### config.mk
export PLATFORM = sky130hd
export DESIGN_NAME = sgm_gradient
export DESIGN_NICKNAME = d
export VERILOG_FILES = /design/src/hdl/sgm_pkg.sv /design/src/hdl/sgm_gradient.sv
export SDC_FILE = /design/constraint.sdc
export NUM_CORES = 1
export LEC_CHECK = 0
export ABC_AREA = 1
export BUFFER_PORTS_ARGS = -buffer_cell sky130_fd_sc_hd__buf_2
export CORE_MARGIN = 2
export CORE_UTILIZATION = 52
export CTS_BUF_LIST = sky130_fd_sc_hd__clkbuf_16
export DETAILED_ROUTE_END_ITERATION = 7
export PLACE_DENSITY_LB_ADDON = 0.1
export RECOVER_POWER = 25
export SLEW_MARGIN = 10
export SYNTH_ARGS = -nofsm -noshare
export SYNTH_HDL_FRONTEND = slang
export SYNTH_SLANG_ARGS = --single-unit
### constraint.sdc
create_clock -name clock -period 4.5 [get_ports clock]
set_input_delay 0.9 -clock clock [delete_from_list [all_inputs] [get_ports clock]]
set_output_delay 0.9 -clock clock [all_outputs]
set_load 0.05 [all_outputs]
### src/hdl/sgm_pkg.sv
// Types and constants of the Sobel gradient unit.
// Depends on nothing; used by every module of the block.
package sgm_pkg;

   localparam int PIXEL_W      = 8;
   localparam int GRAD_W       = 8;
   localparam int CFG_WIDTH_W  = 11;
   localparam int CFG_HEIGHT_W = 13;
   localparam int CSR_DATA_W   = 13;
   localparam int CSR_INDEX_W  = 2;
   localparam int ROW_OUT_W    = 12;
   localparam int COL_OUT_W    = 10;

   localparam logic [CSR_INDEX_W-1:0] CSR_IMAGE_WIDTH  = 2'd0;
   localparam logic [CSR_INDEX_W-1:0] CSR_IMAGE_HEIGHT = 2'd1;

   localparam int SUM_W      = 17;
   localparam int ROOT_W     = 18;
   localparam int SQRT_STEPS = 9;

   typedef logic [PIXEL_W-1:0] pixel_type;
   typedef pixel_type [8:0] window_type;

   typedef struct packed {
      logic              valid;
      logic [SUM_W-1:0]  rem;
      logic [ROOT_W-1:0] root;
   } sqrt_core_type;

endpackage

### src/hdl/sgm_gradient.sv
// Clamped Sobel gradients of the window and the sum of their squares.
// Depends on sgm_pkg.
module sgm_gradient #(
   parameter int POS_W = 22,
   localparam int TAG_W = 2 * sgm_pkg::GRAD_W + POS_W
) (
   input  logic                   clock,
   input  logic                   reset,
   input  logic                   advance,
   input  logic                   in_valid,
   input  sgm_pkg::window_type    window,
   input  logic [POS_W-1:0]       pos,
   output sgm_pkg::sqrt_core_type core,
   output logic [TAG_W-1:0]       tag
);

   function automatic logic [sgm_pkg::GRAD_W-1:0] clamp_grad(
      input logic [9:0] plus_sum,
      input logic [9:0] minus_sum
   );
      logic [11:0] diff;
      diff = {2'b00, plus_sum} - {2'b00, minus_sum};
      if (diff[11]) begin
         clamp_grad = '0;
      end else if (|diff[10:8]) begin
         clamp_grad = '1;
      end else begin
         clamp_grad = diff[7:0];
      end
   endfunction

   function automatic logic [9:0] weighted(
      input sgm_pkg::pixel_type a,
      input sgm_pkg::pixel_type b,
      input sgm_pkg::pixel_type c
   );
      weighted = 10'(a) + {1'b0, b, 1'b0} + 10'(c);
   endfunction

   logic                        a_valid_ff;
   logic [sgm_pkg::GRAD_W-1:0]  vg_ff, vg_in;
   logic [sgm_pkg::GRAD_W-1:0]  hg_ff, hg_in;
   logic [POS_W-1:0]            a_pos_ff;
   logic [15:0]                 v_sq, h_sq;
   sgm_pkg::sqrt_core_type      core_ff, core_in;
   logic [TAG_W-1:0]            tag_ff;

   always_comb begin
      vg_in = clamp_grad(weighted(window[6], window[7], window[8]),
                         weighted(window[0], window[1], window[2]));
      hg_in = clamp_grad(weighted(window[2], window[5], window[8]),
                         weighted(window[0], window[3], window[6]));
   end

   always_ff @(posedge clock) begin
      if (reset) begin
         a_valid_ff <= 1'b0;
      end else if (advance) begin
         a_valid_ff <= in_valid;
      end
      if (advance) begin
         vg_ff    <= vg_in;
         hg_ff    <= hg_in;
         a_pos_ff <= pos;
      end
   end

   always_comb begin
      v_sq = vg_ff * vg_ff;
      h_sq = hg_ff * hg_ff;
      core_in.valid = a_valid_ff;
      core_in.rem   = sgm_pkg::SUM_W'(v_sq) + sgm_pkg::SUM_W'(h_sq);
      core_in.root  = '0;
   end

   always_ff @(posedge clock) begin
      if (reset) begin
         core_ff <= '0;
      end else if (advance) begin
         core_ff <= core_in;
      end
      if (advance) begin
         tag_ff <= {vg_ff, hg_ff, a_pos_ff};
      end
   end

   assign core = core_ff;
   assign tag  = tag_ff;

endmodule

==> key figures <==
Status
  – Status: finished with violations
  – Violations in the final reports: negative setup slack

Worst setup path
  – Slowest cell on the critical path: fa_1
  – CP Launch Type: flop
  – Setup crit end kind: flop
  – WP data required: around 4.8 ns
  – Critical path peak fanout: 4
  – Crit-path most repeated cell: fa_1
  – Critical Path Start: vg_ff[3]
  – WS Path Type: reg2reg
  – Worst R2R Start: vg_ff[3]
  – Crit path cell chain: nand2_2 -> inv_2 -> fa_1 -> inv_2 -> fa_1 -> inv_1 -> fa_1 -> fa_2 -> fa_1 -> inv_1 -> fa_1 -> inv_2 -> ha_4 -> nand2_2 -> nand2_4 -> a21oi_2 -> nand2_1 -> xor2_1 -> o21ai_1 -> inv_1
  – Worst stage delay on the critical path: 0.54 ns
  – Worst endpoint data arrival time: approximately 5.1 ns

Detailed routing
  – Remaining antenna violation count: 0
  – DR WL/cell: approximately 13 µm
  – Via Count: 6564
  – Drt total wl: 18.1 mm
  – Initial DRC Count: 223
  – DR vias/cell: 4.67
  – TritonRoute pass-1 iters: 5
  – Remaining DRCs: 0

Synthesis
  – Top post-synthesis cells by count: inv_1 (266), nand2_1 (170), fa_1 (138)
  – Seq cells post-synth: 95
  – Syn Area/Cell: around 9.6 µm²
  – Register area share after synthesis: approximately 29%
  – Yosys warnings: 0
  – Synth area leader: fa_1
  – Mapped Area: around 9300 µm²
  – Number of distinct library cells after synthesis: 36
  – FFs w/ async S/R, synth: 0%
  – Cell with the most instances after synthesis: inv_1
  – Synth Flop Type: edfxtp_1
  – Ranking of synthesized cells by area: fa_1 (30%), edfxtp_1 (24%), ha_1 (11%)
  – Synth top area share: a little under 30%
  – Post-synth EDFFs: between 70 and 80
  – Syn Inst Count: approximately 1000

Floorplanning
  – Die Y: 138 µm
  – CORE AREA: about 17000 µm²
  – Die area: 19000 µm²
  – Row cnt: 48
  – Top-level port count: roughly 170
  – Initial core utilization: approximately 54%
  – Width of the die: ~140 µm

Cells and area
  – Fraction of layout cells with a size suffix above 1: between 20% and 30%
  – Fin nets: approximately 1500
  – Area growth, synth to finish: 21.3%
  – # diodes: 0
  – Non-filler cells, final: ~1400
  – # fillers: between 1000 and 1500
  – Finished Cell Area: about 11000 µm²

Hold path
  – Min-delay src: a_pos_ff[20]
  – Min-Delay Path Class: reg2reg

Timing
  – RSZ-0062 raised after global routing: yes
  – Slew Limit Fails: 0
  – Fin crit share: 108%
  – Tmin final: about 4.9 ns
  – Clk_skew: 0.00739 ns
  – PnR worst setup slack: -0.362 ns
  – Final setup viols: 11
  – Peak Freq: a little over 200 MHz
  – Slew HR: between 60 and 70%
  – Slew @ Worst Pin: about 0.5 ns
  – Hold Fails Final Rpt: 0

Clock tree
  – CTS tree: built
  – Clock Sinks: 95
  – Clk slew on worst S/H paths: ~0.080 ns
  – Cts hold-fix bufs: 0
  – Clock Tree Root: clkbuf_16
  – H-tree depth: 3
  – Clock Path Buffers: 2
  – Cts bufs inserted: 9
  – Clk_lat worst skew: 0.35 ns

Placed design
  – Placed Instance Area: 10700 µm²
  – IO buf count: ~150
  – Post-DP HPWL: 15.2 mm
  – Pre-CTS setup slack: -0.421 ns
  – Placed cell count: about 1400
  – RePlAce Congestion: between 0.8 and 0.9

GRT
  – First-pass GRT wire length: between 30 and 40 mm
  – Initial antenna violation count: 0
  – GRT Overall Usage: between 20% and 30%
  – Vias in the first global route: a little under 7000
  – Remaining global-route overflow: 0
  – Largest net degree at the start of global routing: 43

Job
  – Maxcap violations: 0
-- metal layers --
layer	up-vias	GRT usage, %	routed length (µm)
met5	-	0	0
met1	3122	27.0	7850
met4	0	5.27	304
met3	23	3.14	828
met2	143	37.3	9090
li1	3276	-	-
-- path summary, 6_finish.rpt --
check	endpoint	slack (ns)	cells past startpoint
worst max-delay path	core[29]	-0.36	20
worst min-delay path	tag[20]	0.42	0
worst max register to register	core[29]	-0.36	20
worst min register to register	tag[20]	0.42	0
-- what timing repair did --
action / CTS / global route
endpoints found under the setup margin: 12 / 12
setup buffers: 6 / 4
pin swaps: 8 / 25
resized for setup: 14 / 44
-- registers in the layout, indices dropped and copies added (netlist names) --
name and count:
tag 38, a_pos_ff 22, core 18, hg_ff 8
vg_ff 8, a_valid_ff 1
-- cells in the final DEF (no fill, tap or decap), types with 2 or more instances in the layout --
master       n
dfxtp_1     19
buf_4       56
nor2_2       7
inv_1      258
inv_6        3
clkbuf_1     4
a31oi_1      3
a21oi_2      7
clkbuf_16    9
fa_1       132
xnor2_1      9
nand4_1      4
o21ai_1      4
xor2_1      11
nand3_2      7
buf_2      144
nor2_4       3
buf_6        6
ha_1        72
xor2_2       2
nand3_1     17
clkbuf_4     2
nor2_1      48
edfxtp_1    76
a21oi_1     25
nand2_4      5
fa_2         6
or2_2        2
nand2_1    152
clkinv_8     2
nand3b_1     3
o21ai_0     14
ha_4         9
conb_1      18
nand2_2     18
nand3_4      2
nor3_1       2
inv_2       10
-- area by class of cell --
class                      instances  area, µm²  share of cell area [%]
tap                              225        282                    2.49
multi-input combinational        589       5800                    51.3
timing repair buffer             212       1240                    11.0
clock inverter                     7       83.8                   0.742
clock buffer                       9        225                    1.99
inverter                         269       1010                    8.95
sequential                        95       2660                    23.6
-- metrics by stage --
stage / util [%] / hold WS, ns / TNS, ns
final: 64.9 / 0.417 / -3.05
after global routing: 64.9 / 0.422 / -5.61
after CTS: 63.8 / 0.420 / -3.05
after detailed placement: 61.4 / 0.405 / -3.59
after global placement: 61.4 / 0.401 / -2.97
after floorplan: - / 0.400 / -1.20
-- cells by family after synthesis --
group / share of synthesized area, %
adder cells (fa/ha/maj): 40.5
XOR/XNOR: 2.16
AO/OA/AOI/OAI: 3.34
buffers and inverters: 13.1
AND/OR/NAND/NOR: 12.3
other: 0.0402
flip-flops: 28.6
-- critical path: cells and delay by family, from the launching register on --
kind                       cells  cell delay (ns)
adders and majority gates      7             3.23
DFF                            1             0.48
and+or+nand+nor                4             0.33
buffers and inverters          6             0.29
AOI/OAI and AO/OA              2             0.25
xor gates and xnor gates       1             0.18
Power is not shown: default switching activity piles up to over one toggle a cycle in this logic, so the estimate is an artifact.
