<file path="src/hdl/sgm_pkg.sv">
// Types and constants of the Sobel gradient unit.
// Depends on nothing; used by every module of the block.
package sgm_pkg;

   localparam int PIXEL_W      = 8;
   localparam int GRAD_W       = 8;
   localparam int CFG_WIDTH_W  = 11;
   localparam int CFG_HEIGHT_W = 13;
   localparam int CSR_DATA_W   = 13;
   localparam int CSR_INDEX_W  = 2;
   localparam int ROW_OUT_W    = 12;
   localparam int COL_OUT_W    = 10;

   localparam logic [CSR_INDEX_W-1:0] CSR_IMAGE_WIDTH  = 2'd0;
   localparam logic [CSR_INDEX_W-1:0] CSR_IMAGE_HEIGHT = 2'd1;

   localparam int SUM_W      = 17;
   localparam int ROOT_W     = 18;
   localparam int SQRT_STEPS = 9;

   typedef logic [PIXEL_W-1:0] pixel_type;
   typedef pixel_type [8:0] window_type;

   typedef struct packed {
      logic              valid;
      logic [SUM_W-1:0]  rem;
      logic [ROOT_W-1:0] root;
   } sqrt_core_type;

endpackage

</file>
<file path="src/hdl/sgm_sqrt_cell.sv">
// One step of the bitwise integer square root; the cells form a chain.
// Depends on sgm_pkg.
module sgm_sqrt_cell #(
   parameter int STEP = 0,
   parameter int TAG_W = 38
) (
   input  logic                   clock,
   input  logic                   reset,
   input  logic                   advance,
   input  sgm_pkg::sqrt_core_type core_in,
   input  logic [TAG_W-1:0]       tag_in,
   output sgm_pkg::sqrt_core_type core_out,
   output logic [TAG_W-1:0]       tag_out
);

   localparam logic [sgm_pkg::ROOT_W-1:0] BIT =
      sgm_pkg::ROOT_W'(1) << (2 * (sgm_pkg::SQRT_STEPS - 1 - STEP));

   logic [sgm_pkg::ROOT_W:0] trial;
   sgm_pkg::sqrt_core_type   core_ff, core_nx_in;
   logic [TAG_W-1:0]         tag_ff;

   always_comb begin
      trial = {1'b0, core_in.root} + {1'b0, BIT};
      core_nx_in.valid = core_in.valid;
      if ({2'b00, core_in.rem} >= trial) begin
         core_nx_in.rem  = core_in.rem - sgm_pkg::SUM_W'(trial);
         core_nx_in.root = (core_in.root >> 1) + BIT;
      end else begin
         core_nx_in.rem  = core_in.rem;
         core_nx_in.root = core_in.root >> 1;
      end
   end

   always_ff @(posedge clock) begin
      if (reset) begin
         core_ff <= '0;
      end else if (advance) begin
         core_ff <= core_nx_in;
      end
      if (advance) begin
         tag_ff <= tag_in;
      end
   end

   assign core_out = core_ff;
   assign tag_out  = tag_ff;

endmodule

</file>
<file path="config.mk">
export PLATFORM = sky130hd
export DESIGN_NAME = sgm_sqrt_cell
export DESIGN_NICKNAME = d
export VERILOG_FILES = /design/src/hdl/sgm_pkg.sv /design/src/hdl/sgm_sqrt_cell.sv
export SDC_FILE = /design/constraint.sdc
export NUM_CORES = 1
export LEC_CHECK = 0
export ABC_CLOCK_PERIOD_IN_PS = 5000
export BUFFER_PORTS_ARGS = -buffer_cell sky130_fd_sc_hd__buf_4
export CAP_MARGIN = 5
export CORE_MARGIN = 4
export CORE_UTILIZATION = 52
export CTS_CLUSTER_DIAMETER = 120
export CTS_CLUSTER_SIZE = 30
export DETAILED_ROUTE_END_ITERATION = 8
export PLACE_DENSITY_LB_ADDON = 0.3
export SYNTH_ARGS = -nofsm -noshare
export SYNTH_HDL_FRONTEND = slang
export SYNTH_SLANG_ARGS = --single-unit
</file>
<file path="constraint.sdc">
create_clock -name clock -period 5 [get_ports clock]
set_clock_uncertainty 0.05 [all_clocks]
set_input_delay 0.75 -clock clock [delete_from_list [all_inputs] [get_ports clock]]
set_output_delay 0.75 -clock clock [all_outputs]
set_load 0.1 [all_outputs]
</file>
==> results of run 1 <==
-- cells by family (layout without fill, tap and decap cells) --
logic type	count (synthesis)	in the layout	synth area share, %
buffers and inverters	34	188	3.92
AOI/OAI and AO/OA	72	72	15.7
muxes	20	20	5.50
xor gates and xnor gates	8	8	1.92
adders and majority gates	21	21	7.43
DFF	74	74	51.2
and+or+nand+nor	107	107	14.3
-- power breakdown --
group | leakage, nW | internal [mW] | switching [mW]
sequential | 0.670 | 0.685 | 0.0167
combinational | 1.55 | 0.166 | 0.462
clock | 0.112 | 0.286 | 0.231
total | 2.34 | 1.14 | 0.710
-- cell type report --
cell class / instances / area share, %
clock inverter: 7 / 1.96
inverter: 21 / 1.56
clock buffer: 9 / 2.45
tap: 96 / 2.38
sequential: 74 / 36.8
timing repair buffer: 151 / 22.4
multi-input combinational: 228 / 32.4
-- state kept, by name, indices dropped and copies added (netlist names) --
register and cells:
core_out 36, tag_out 38
-- worst max-delay path, stage by stage --
cell and delay (ns):
buf_4 0.11, ha_1 0.22, fa_1 0.41, and2b_1 0.26
o31ai_1 0.10, a211o_1 0.34, a21boi_0 0.41, a41oi_1 0.20
or4_1 0.42, nand3_1 0.09
-- routing by layer --
layer,GRT usage (%),share of wire (%),wire length [µm],vias up
li1,-,-,-,1538
met1,28.4,41,3800,1441
met2,38.4,50,4650,120
met3,5.74,7.2,670,11
met4,9.05,1.4,131,0
met5,0,0,0,-
-- synthesized netlist by cell type, types with 2 or more instances --
cell	n	share of area, %
a211o_1	2	0.48
a211oi_1	2	0.41
a21o_1	6	1.2
a21oi_1	15	2.1
a221oi_1	3	0.72
a311oi_1	4	0.96
a311oi_2	7	2.9
a31oi_1	4	0.69
a41oi_1	2	0.48
and2_1	2	0.34
and4_1	3	0.72
buf_1	3	0.31
buf_4	2	0.41
clkbuf_1	7	0.72
dfxtp_1	36	20
edfxtp_1	38	31
ha_1	20	6.9
inv_1	20	2.1
mux2i_1	20	5.5
nand2_1	28	2.9
nand2b_1	3	0.52
nand3_1	5	0.69
nand4_1	3	0.52
nand4b_1	2	0.48
nor2_1	43	4.4
nor2b_1	5	0.86
nor3_1	4	0.55
o21a_1	5	1.0
o21ai_0	5	0.69
o31ai_1	6	1.2
xnor2_1	4	0.96
xor2_1	4	0.96
-- through the flow --
| stage | setup WS, ns | hold slack [ns] | power, mW |
|---|---|---|---|
| final | 1.93 | 0.442 | 1.85 |
| after global routing | 1.78 | 0.457 | 1.93 |
| after CTS | 1.97 | 0.445 | 1.86 |
| after detailed placement | 1.62 | 0.423 | 1.34 |
| after global placement | 1.74 | 0.421 | 1.33 |
| after floorplan | 1.83 | 0.799 | 1.19 |
-- layout by cell type (no fill, tap or decap), types with 4 or more instances in the layout --
cell      Yosys  final
dfxtp_1      36     36
a311oi_2      7      7
nor2b_1       5      5
xor2_1        4      4
a311oi_1      4      4
buf_4         2    151
o31ai_1       6      6
inv_1        20     20
nor2_1       43     43
nand3_1       5      5
a31oi_1       4      4
o21ai_0       5      5
xnor2_1       4      4
o21a_1        5      5
a21o_1        6      6
edfxtp_1     38     38
nor3_1        4      4
ha_1         20     20
clkbuf_8      0      9
mux2i_1      20     20
a21oi_1      15     15
nand2_1      28     28
-- worst max path at each step --
stage	startpoint	endpoint	slack, ns	depth (start not counted)
2_1_floorplan	core_in[13]	core_out[16]	1.83	13
5_1_grt	core_in[0]	core_out[32]	1.78	10
3_5_place_dp	core_in[0]	core_out[32]	1.62	10
3_3_place_gp	core_in[0]	core_out[32]	1.74	10
6_report	core_in[0]	core_out[32]	1.93	10
4_1_cts	core_in[0]	core_out[32]	1.97	10
==> metrics.yaml, run 1 <==
outcome: "complete, no violations"
grt_max_degree: 92
fp.dieW_um: 91.7
final_core_util_pct: 74.4
async_flop_share_pct: 0
dpl.hpwl_mm: 6.86
startpoint_type: "input port"
cp_data_required_time_ns: 5.23
yosysSeqAreaShare_pct: 51.2
h-tree-depth: 3
worstReg2RegEnd: "core_out[33]"
holdPathStages: 2
timing.rr.start: "core_out[33]"
p_leak_nw: 2.34
p_per_area_mw_per_mm2: 365
coreArea_mm2: 0.00679
hp-start: "core_out[19]"
cts_resized: 0
clockBufferDepth: 2
cts-root-buf: "clkbuf_8"
wl_per_cell_um: 15.8
die_area_mm2: 0.00840
final_max_slew_viol_count: 0
syn2layout_area_growth_pct: 38.8
vias: 3110
cts_hold_buffers: 0
grt_pass1_vias: 3104
period_minus_slack_ns: 3.07
worst-r2r-setup-slack_ns: 4.10
cts_buffers: 9
power.ir.vdd_worst_mv: 0.209
initial_core_util_pct: 53.6
finalNetCount: 583
cts_tree: "yes"
yosysUniqueCellTypes: 55
grt_usage_pct: 22.9
cts_num_sinks: 74
synth-edff-count: 38
wl_mm: 9.26
rsz0062_at_grt: "no"
hp-class: "reg2reg"
post_cts_buffers: 0
rows: 30
ant_nets: 0
viasPerCell: 5.31
crit_path_max_fanout: 4
fp.dieH_um: 91.7
worstSetupEndpointType: "flip-flop"
final_layout_size_suffix_gt1_share_pct: 36.7
path_clk_slew_ns: 0.08
port_buffers: 150
maxCapViolCount: 0
worstMarginPinSlew_ns: 1.13
r2r_cells: 3
ys_warn_count: 0
final_hold_viol_count: 0
first_iter_violations: 163
pin_count: 151
regArea_mm2: 0.00186
ys_ff_latch: 74
clk_latency_ns: 0.34
post-route-drc-count: 0
design_area_mm2: 0.00505
placed_cell_area_mm2: 0.00483
multi_input_area_mm2: 0.00164
fin_cells: 586
syn_area_mm2: 0.00364
grt-ovfl-total: 0
finalWeightedCongestion: 0.852
post-route-period-util_pct: 61.5
hold_end: "core_out[19]"
antenna_found_initial: 0
critPathKind: "in2reg"
antennaDiodeCount: 0
syn_nets: 434
synth_flop_cell: "edfxtp_1"
grt_pass1_wl_mm: 15.4
avgSynthCellArea_um2: 10.8
firstDrtPassIters: 5
crit_arrival_ns: 3.30
finalSetupViolCount: 0
slew-limit-headroom_pct: 24.6
syn-instance-count: 336
dp_cells: 570
fillers: 461
fmax_mhz: 325
setup_tns_ns: 0
Power figures use the tool's default switching activity.
==> inputs of run 2 (changes only) <==
--- a/config.mk
+++ b/config.mk
@@ -5,11 +5,11 @@
 export SDC_FILE = /design/constraint.sdc
 export NUM_CORES = 1
 export LEC_CHECK = 0
-export ABC_CLOCK_PERIOD_IN_PS = 5000
+export ABC_CLOCK_PERIOD_IN_PS = 3200
 export BUFFER_PORTS_ARGS = -buffer_cell sky130_fd_sc_hd__buf_4
 export CAP_MARGIN = 5
 export CORE_MARGIN = 4
-export CORE_UTILIZATION = 52
+export CORE_UTILIZATION = 48
 export CTS_CLUSTER_DIAMETER = 120
 export CTS_CLUSTER_SIZE = 30
 export DETAILED_ROUTE_END_ITERATION = 8
==> constraint.sdc (replaced) <==
create_clock -name clock -period 3.2 [get_ports clock]
set_clock_uncertainty 0.05 [all_clocks]
set_input_delay 0.48 -clock clock [delete_from_list [all_inputs] [get_ports clock]]
set_output_delay 0.48 -clock clock [all_outputs]
set_load 0.1 [all_outputs]
==> run 2 against run 1 <==
Against the previous run:
- sequential share of layout area shrank 0.41 points
- global-route usage shrank 1.8 points
- die area grew 7.6%
- first-iteration DRC count shrank 1.8%
- largest power group unchanged
==> metrics.yaml, run 2 (same netlist as run 1, synthesis figures left out) <==
worstReg2RegEnd: "core_out[33]"
h-tree-depth: 3  # unchanged
cts_resized: 0  # unchanged
clk_latency_ns: 0.35  # about the same
wl_mm: 9.40  # +1.5%
hp-start: "tag_in[8]"
post-route-drc-count: 0  # unchanged
first_iter_violations: 160  # -1.8%
cts_tree: "yes"
finalWeightedCongestion: 0.849  # -0.27%
post-route-period-util_pct: 81.9
final_max_slew_viol_count: 0  # unchanged
cp_data_required_time_ns: 3.38  # -1.85 ns
post_cts_buffers: 0  # unchanged
whs_ns: 0.243  # -0.199 ns
finalSetupViolCount: 0  # unchanged
slew-limit-headroom_pct: 56.6  # +32 points
holdPathStages: 1  # -1
final_layout_size_suffix_gt1_share_pct: 37.4  # +0.71 points
startpoint_type: "input port"
cts_hold_buffers: 0  # unchanged
grt_pass1_vias: 3003  # -3.3%
worst_path_max_delay_cell: "ha_1"
antennaDiodeCount: 0  # unchanged
crit_arrival_ns: 2.80  # -0.50 ns
worstSetupEndpointType: "flip-flop"
grt_usage_pct: 21.2  # -1.8 points
critPathMaxStageDelay_ns: 0.40  # -0.02 ns
grt_pass1_wl_mm: 14.7  # -4.5%
wl_per_cell_um: 15.8  # +0.30%
final_common_cell: "buf_4"
cts_buffers: 9  # unchanged
power_mw: 2.94  # +59%
worstMarginPinSlew_ns: 0.651  # -0.480 ns
clockBufferDepth: 2  # unchanged
firstDrtPassIters: 4  # -1
worst-r2r-setup-slack_ns: 2.33  # -1.77 ns
finalNetCount: 587  # +0.69%
design_area_mm2: 0.00511  # +1.1%
ant_nets: 0  # unchanged
pin_count: 151  # unchanged
fp.dieW_um: 95.1  # +3.7%
rows: 31  # +3.3%
layout_common_cells: "buf_4, nor2_1, edfxtp_1, dfxtp_1, nand2_1"
setup_tns_ns: 0  # unchanged
coreArea_mm2: 0.00733  # +7.9%
vias: 3151  # +1.3%
path_clk_slew_ns: 0.09  # about the same
p_per_area_mw_per_mm2: 575  # +57%
grt-ovfl-total: 0  # unchanged
maxCapViolCount: 0  # unchanged
crit_path_max_fanout: 14  # +10
dp_cells: 577  # +1.2%
cts_num_sinks: 74  # unchanged
initial_core_util_pct: 49.7  # -3.9 points
cp_cell_sequence: "buf_4 > inv_1 > ha_1 > and4_1 > nand4_2 > nor4_2 > a221o_2 > nor3_4 > inv_2 > ha_1 > mux2i_1 > nor2_1"
fin_cells: 593  # +1.2%
r2r_cells: 3  # unchanged
crit_family: "simple AND/OR/NAND/NOR gates"
worst-path-buf-inv: 3  # +2
fmax_mhz: 382
rsz0062_at_grt: "no"
largest_reg_flops: 38  # unchanged
critPathKind: "in2reg"
dpl.hpwl_mm: 7.16  # +4.3%
timing.rr.start: "core_out[33]"
fp.dieH_um: 95.1  # +3.7%
power.ir.vdd_worst_mv: 0.281  # +34%
hold_end: "tag_out[8]"
outcome: "complete, no violations"
cts-root-buf: "clkbuf_8"
cp_common_cell: "ha_1"
syn2layout_area_growth_pct: 40.4
viasPerCell: 5.31  # +0.12%
die_area_mm2: 0.00904  # +7.6%
period_minus_slack_ns: 2.62
hp-class: "in2reg"
port_buffers: 150  # unchanged
p_leak_nw: 2.36  # +1.2%
grt_max_degree: 48  # -48%
final_hold_viol_count: 0  # unchanged
antenna_found_initial: 0  # unchanged
placed_cell_area_mm2: 0.00488  # +0.96%
==> run 2: metal layers <==
metal  vias up  GRT usage (%)  wire [µm]
li1       1544              -          -
met1      1473           25.8       3880
met2       123           36.3       4660
met3        11           5.84        734
met4         0           6.61        121
met5         -              0          0
==> run 2: worst max-delay path by stage <==
| stage | from | end | slack [ns] | cells past startpoint |
|---|---|---|---|---|
| after global placement | core_in[13] | core_out[16] | 0.31 | 12 |
| after detailed placement | core_in[13] | core_out[16] | 0.26 | 12 |
| after CTS | core_in[13] | core_out[19] | 0.62 | 12 |
| final | core_in[13] | core_out[16] | 0.58 | 12 |
| after floorplan | core_in[13] | core_out[16] | 0.30 | 13 |
| after global routing | core_in[13] | core_out[16] | 0.41 | 12 |
==> run 2: report_power, final <==
group          switching, mW  internal [mW]  total (mW)
Clock                  0.380          0.470       0.851
Combinational          0.725          0.265       0.989
Sequential            0.0264           1.07        1.10
==> run 2: cell type report <==
class	count	area, µm²
fillers	565	2220
flip-flops and latches	74	1860
multi-input cells	228	1640
repair buffers	155	1180
clock buffers	10	138
well taps	99	124
clock inverters	6	95.1
inverters	21	78.8
==> run 2: through the flow <==
step | worst slack (ns) | utilization [%]
6_report | 0.580 | 69.7
4_1_cts | 0.623 | 69.7
5_1_grt | 0.413 | 69.7
3_5_place_dp | 0.257 | 66.5
2_1_floorplan | 0.304 | -
3_3_place_gp | 0.315 | 66.5
==> inputs of run 3 (changes only) <==
--- a/config.mk
+++ b/config.mk
@@ -5,7 +5,7 @@
 export SDC_FILE = /design/constraint.sdc
 export NUM_CORES = 1
 export LEC_CHECK = 0
-export ABC_CLOCK_PERIOD_IN_PS = 3200
+export ABC_CLOCK_PERIOD_IN_PS = 2750
 export BUFFER_PORTS_ARGS = -buffer_cell sky130_fd_sc_hd__buf_4
 export CAP_MARGIN = 5
 export CORE_MARGIN = 4
==> constraint.sdc (replaced) <==
create_clock -name clock -period 2.75 [get_ports clock]
set_clock_uncertainty 0.05 [all_clocks]
set_input_delay 0.4125 -clock clock [delete_from_list [all_inputs] [get_ports clock]]
set_output_delay 0.4125 -clock clock [all_outputs]
set_load 0.1 [all_outputs]
==> run 3 against run 2 <==
Against the previous run:
- die area did not move
- flip-flop and latch count did not move
- worst setup slack got worse by 0.35 ns
- combinational power rose by 20%
- register-to-register slack got worse by 0.47 ns
- power rose by 14%
- wire length rose by 1.1%
- non-clock buffer count rose by 20
- highest routed layer unchanged
==> metrics.yaml, run 3 (same netlist as run 1, synthesis figures left out) <==
crit_arrival_ns: 2.77  # -0.03 ns
r2r_cells: 3  # unchanged
final_common_cell: "buf_4"
wl_mm: 9.50  # +1.1%
port_buffers: 150  # unchanged
p_per_area_mw_per_mm2: 640  # +11%
h-tree-depth: 3  # unchanged
period_minus_slack_ns: 2.52
timing.rr.start: "core_out[33]"
slew-limit-headroom_pct: 59.9  # +3.3 points
hold_end: "tag_out[10]"
dpl.hpwl_mm: 7.39  # +3.3%
clockBufferDepth: 2  # unchanged
finalWeightedCongestion: 0.841  # -0.95%
die_area_mm2: 0.00904  # unchanged
vias: 3221  # +2.2%
cts_buffers: 9  # unchanged
post-route-drc-count: 0  # unchanged
outcome: "complete, no violations"
placed_cell_area_mm2: 0.00503  # +3.1%
rows: 31  # unchanged
grt_pass1_wl_mm: 15.4  # +4.4%
layout_common_cells: "buf_4, nor2_1, edfxtp_1, dfxtp_1, nand2_1"
worstSetupEndpointType: "flip-flop"
setup_tns_ns: 0  # unchanged
rsz0062_at_grt: "no"
grt_max_degree: 47  # -2.1%
first_iter_violations: 105  # -34%
fp.dieW_um: 95.1  # unchanged
cts_resized: 0  # unchanged
firstDrtPassIters: 4  # unchanged
path_clk_slew_ns: 0.09  # about the same
cts_tree: "yes"
initial_core_util_pct: 49.7  # unchanged
crit_path_max_fanout: 3  # -11
fillers: 559  # -1.1%
post_cts_buffers: 0  # unchanged
largest_reg_flops: 38  # unchanged
maxCapViolCount: 0  # unchanged
wl_per_cell_um: 15.5  # -2.2%
final_layout_size_suffix_gt1_share_pct: 40.1  # +2.6 points
antenna_found_initial: 0  # unchanged
worst_slack_ns: 0.225  # -0.355 ns
pin_count: 151  # unchanged
cts-root-buf: "clkbuf_8"
cts_num_sinks: 74  # unchanged
worst-r2r-setup-slack_ns: 1.86  # -0.47 ns
coreArea_mm2: 0.00733  # unchanged
whs_ns: 0.184  # -0.0590 ns
post-route-period-util_pct: 91.8
place_ws_ns: -0.108  # -0.365 ns
syn2layout_area_growth_pct: 43.8
regArea_mm2: 0.00186  # unchanged
clk_latency_ns: 0.34  # about the same
worstReg2RegEnd: "core_out[33]"
finalNetCount: 607  # +3.4%
viasPerCell: 5.25  # -1.1%
fp.dieH_um: 95.1  # unchanged
cts_hold_buffers: 0  # unchanged
final_max_slew_viol_count: 0  # unchanged
grt_pass1_vias: 3118  # +3.8%
multi_input_area_mm2: 0.00165  # +0.76%
power.ir.vdd_worst_mv: 0.335  # +19%
startpoint_type: "input port"
hp-class: "in2reg"
cp_data_required_time_ns: 3.00  # -0.38 ns
holdPathStages: 1  # unchanged
grt_usage_pct: 21.8  # +0.63 points
final_core_util_pct: 71.4  # +1.7 points
worstMarginPinSlew_ns: 0.602  # -0.0495 ns
finalSetupViolCount: 0  # unchanged
final_hold_viol_count: 0  # unchanged
p_leak_nw: 2.44  # +3.1%
ant_nets: 0  # unchanged
antennaDiodeCount: 0  # unchanged
design_area_mm2: 0.00523  # +2.4%
grt-ovfl-total: 0  # unchanged
hp-start: "tag_in[10]"
critPathKind: "in2reg"
fmax_mhz: 396
==> run 3: cell types whose count changed in the layout (fill, tap and decap cells not counted), sizes merged <==
| cell | previous run | this run |
|---|---|---|
| clkinvlp | 0 | 2 |
| buf | 155 | 175 |
| bufinv | 2 | 1 |
| clkinv | 1 | 0 |
| clkbuf | 10 | 9 |
| inv | 24 | 25 |
==> run 3: per-stage QoR <==
step / instances / total power, mW
final: 613 / 3.35
after global routing: 613 / 3.49
after CTS: 613 / 3.37
after detailed placement: 597 / 2.48
after global placement: 597 / 2.47
after floorplan: 336 / 2.16
==> run 3: worst max-delay path, stage by stage <==
cell and delay, ns:
buf_4 0.11, ha_1 0.22, fa_1 0.39, and2b_1 0.23, o31ai_1 0.10, a211o_1 0.35
a21boi_0 0.30, a41oi_1 0.18, or4_1 0.41, nand3_1 0.07
==> run 3: where the power goes <==
group	internal (mW)	leakage, nW	switching [mW]
registers	1.24	0.670	0.0298
logic	0.336	1.67	0.851
clock network	0.435	0.0988	0.453
==> run 3: how the worst max path moves through the flow <==
stage / cells after the start / from / endpoint / slack (ns)
3_3_place_gp: 10 / core_in[0] / core_out[32] / -0.02
6_report: 10 / core_in[0] / core_out[32] / 0.23
3_5_place_dp: 10 / core_in[0] / core_out[32] / -0.11
5_1_grt: 11 / core_in[18] / core_out[32] / 0.12
2_1_floorplan: 13 / core_in[12] / core_out[16] / 0.03
4_1_cts: 10 / core_in[0] / core_out[32] / 0.26
==> run 3: final cells by class <==
cell class	count	share of cell area [%]
clock buffers	9	2.37
clock inverters	7	1.58
inverters	21	1.51
multi-input cells	228	31.5
flip-flops and latches	74	35.6
well taps	99	2.37
repair buffers	175	25.1
==> run 3: per-layer routing <==
| layer | routed length, µm | track usage, % | share of wire (%) | vias to the layer above |
|---|---|---|---|---|
| met3 | 608 | 5.60 | 6.4 | 22 |
| met5 | 0 | 0 | 0 | - |
| met1 | 3930 | 26.7 | 41 | 1492 |
| met4 | 231 | 7.69 | 2.4 | 0 |
| met2 | 4740 | 37.1 | 50 | 123 |
| li1 | - | - | - | 1584 |
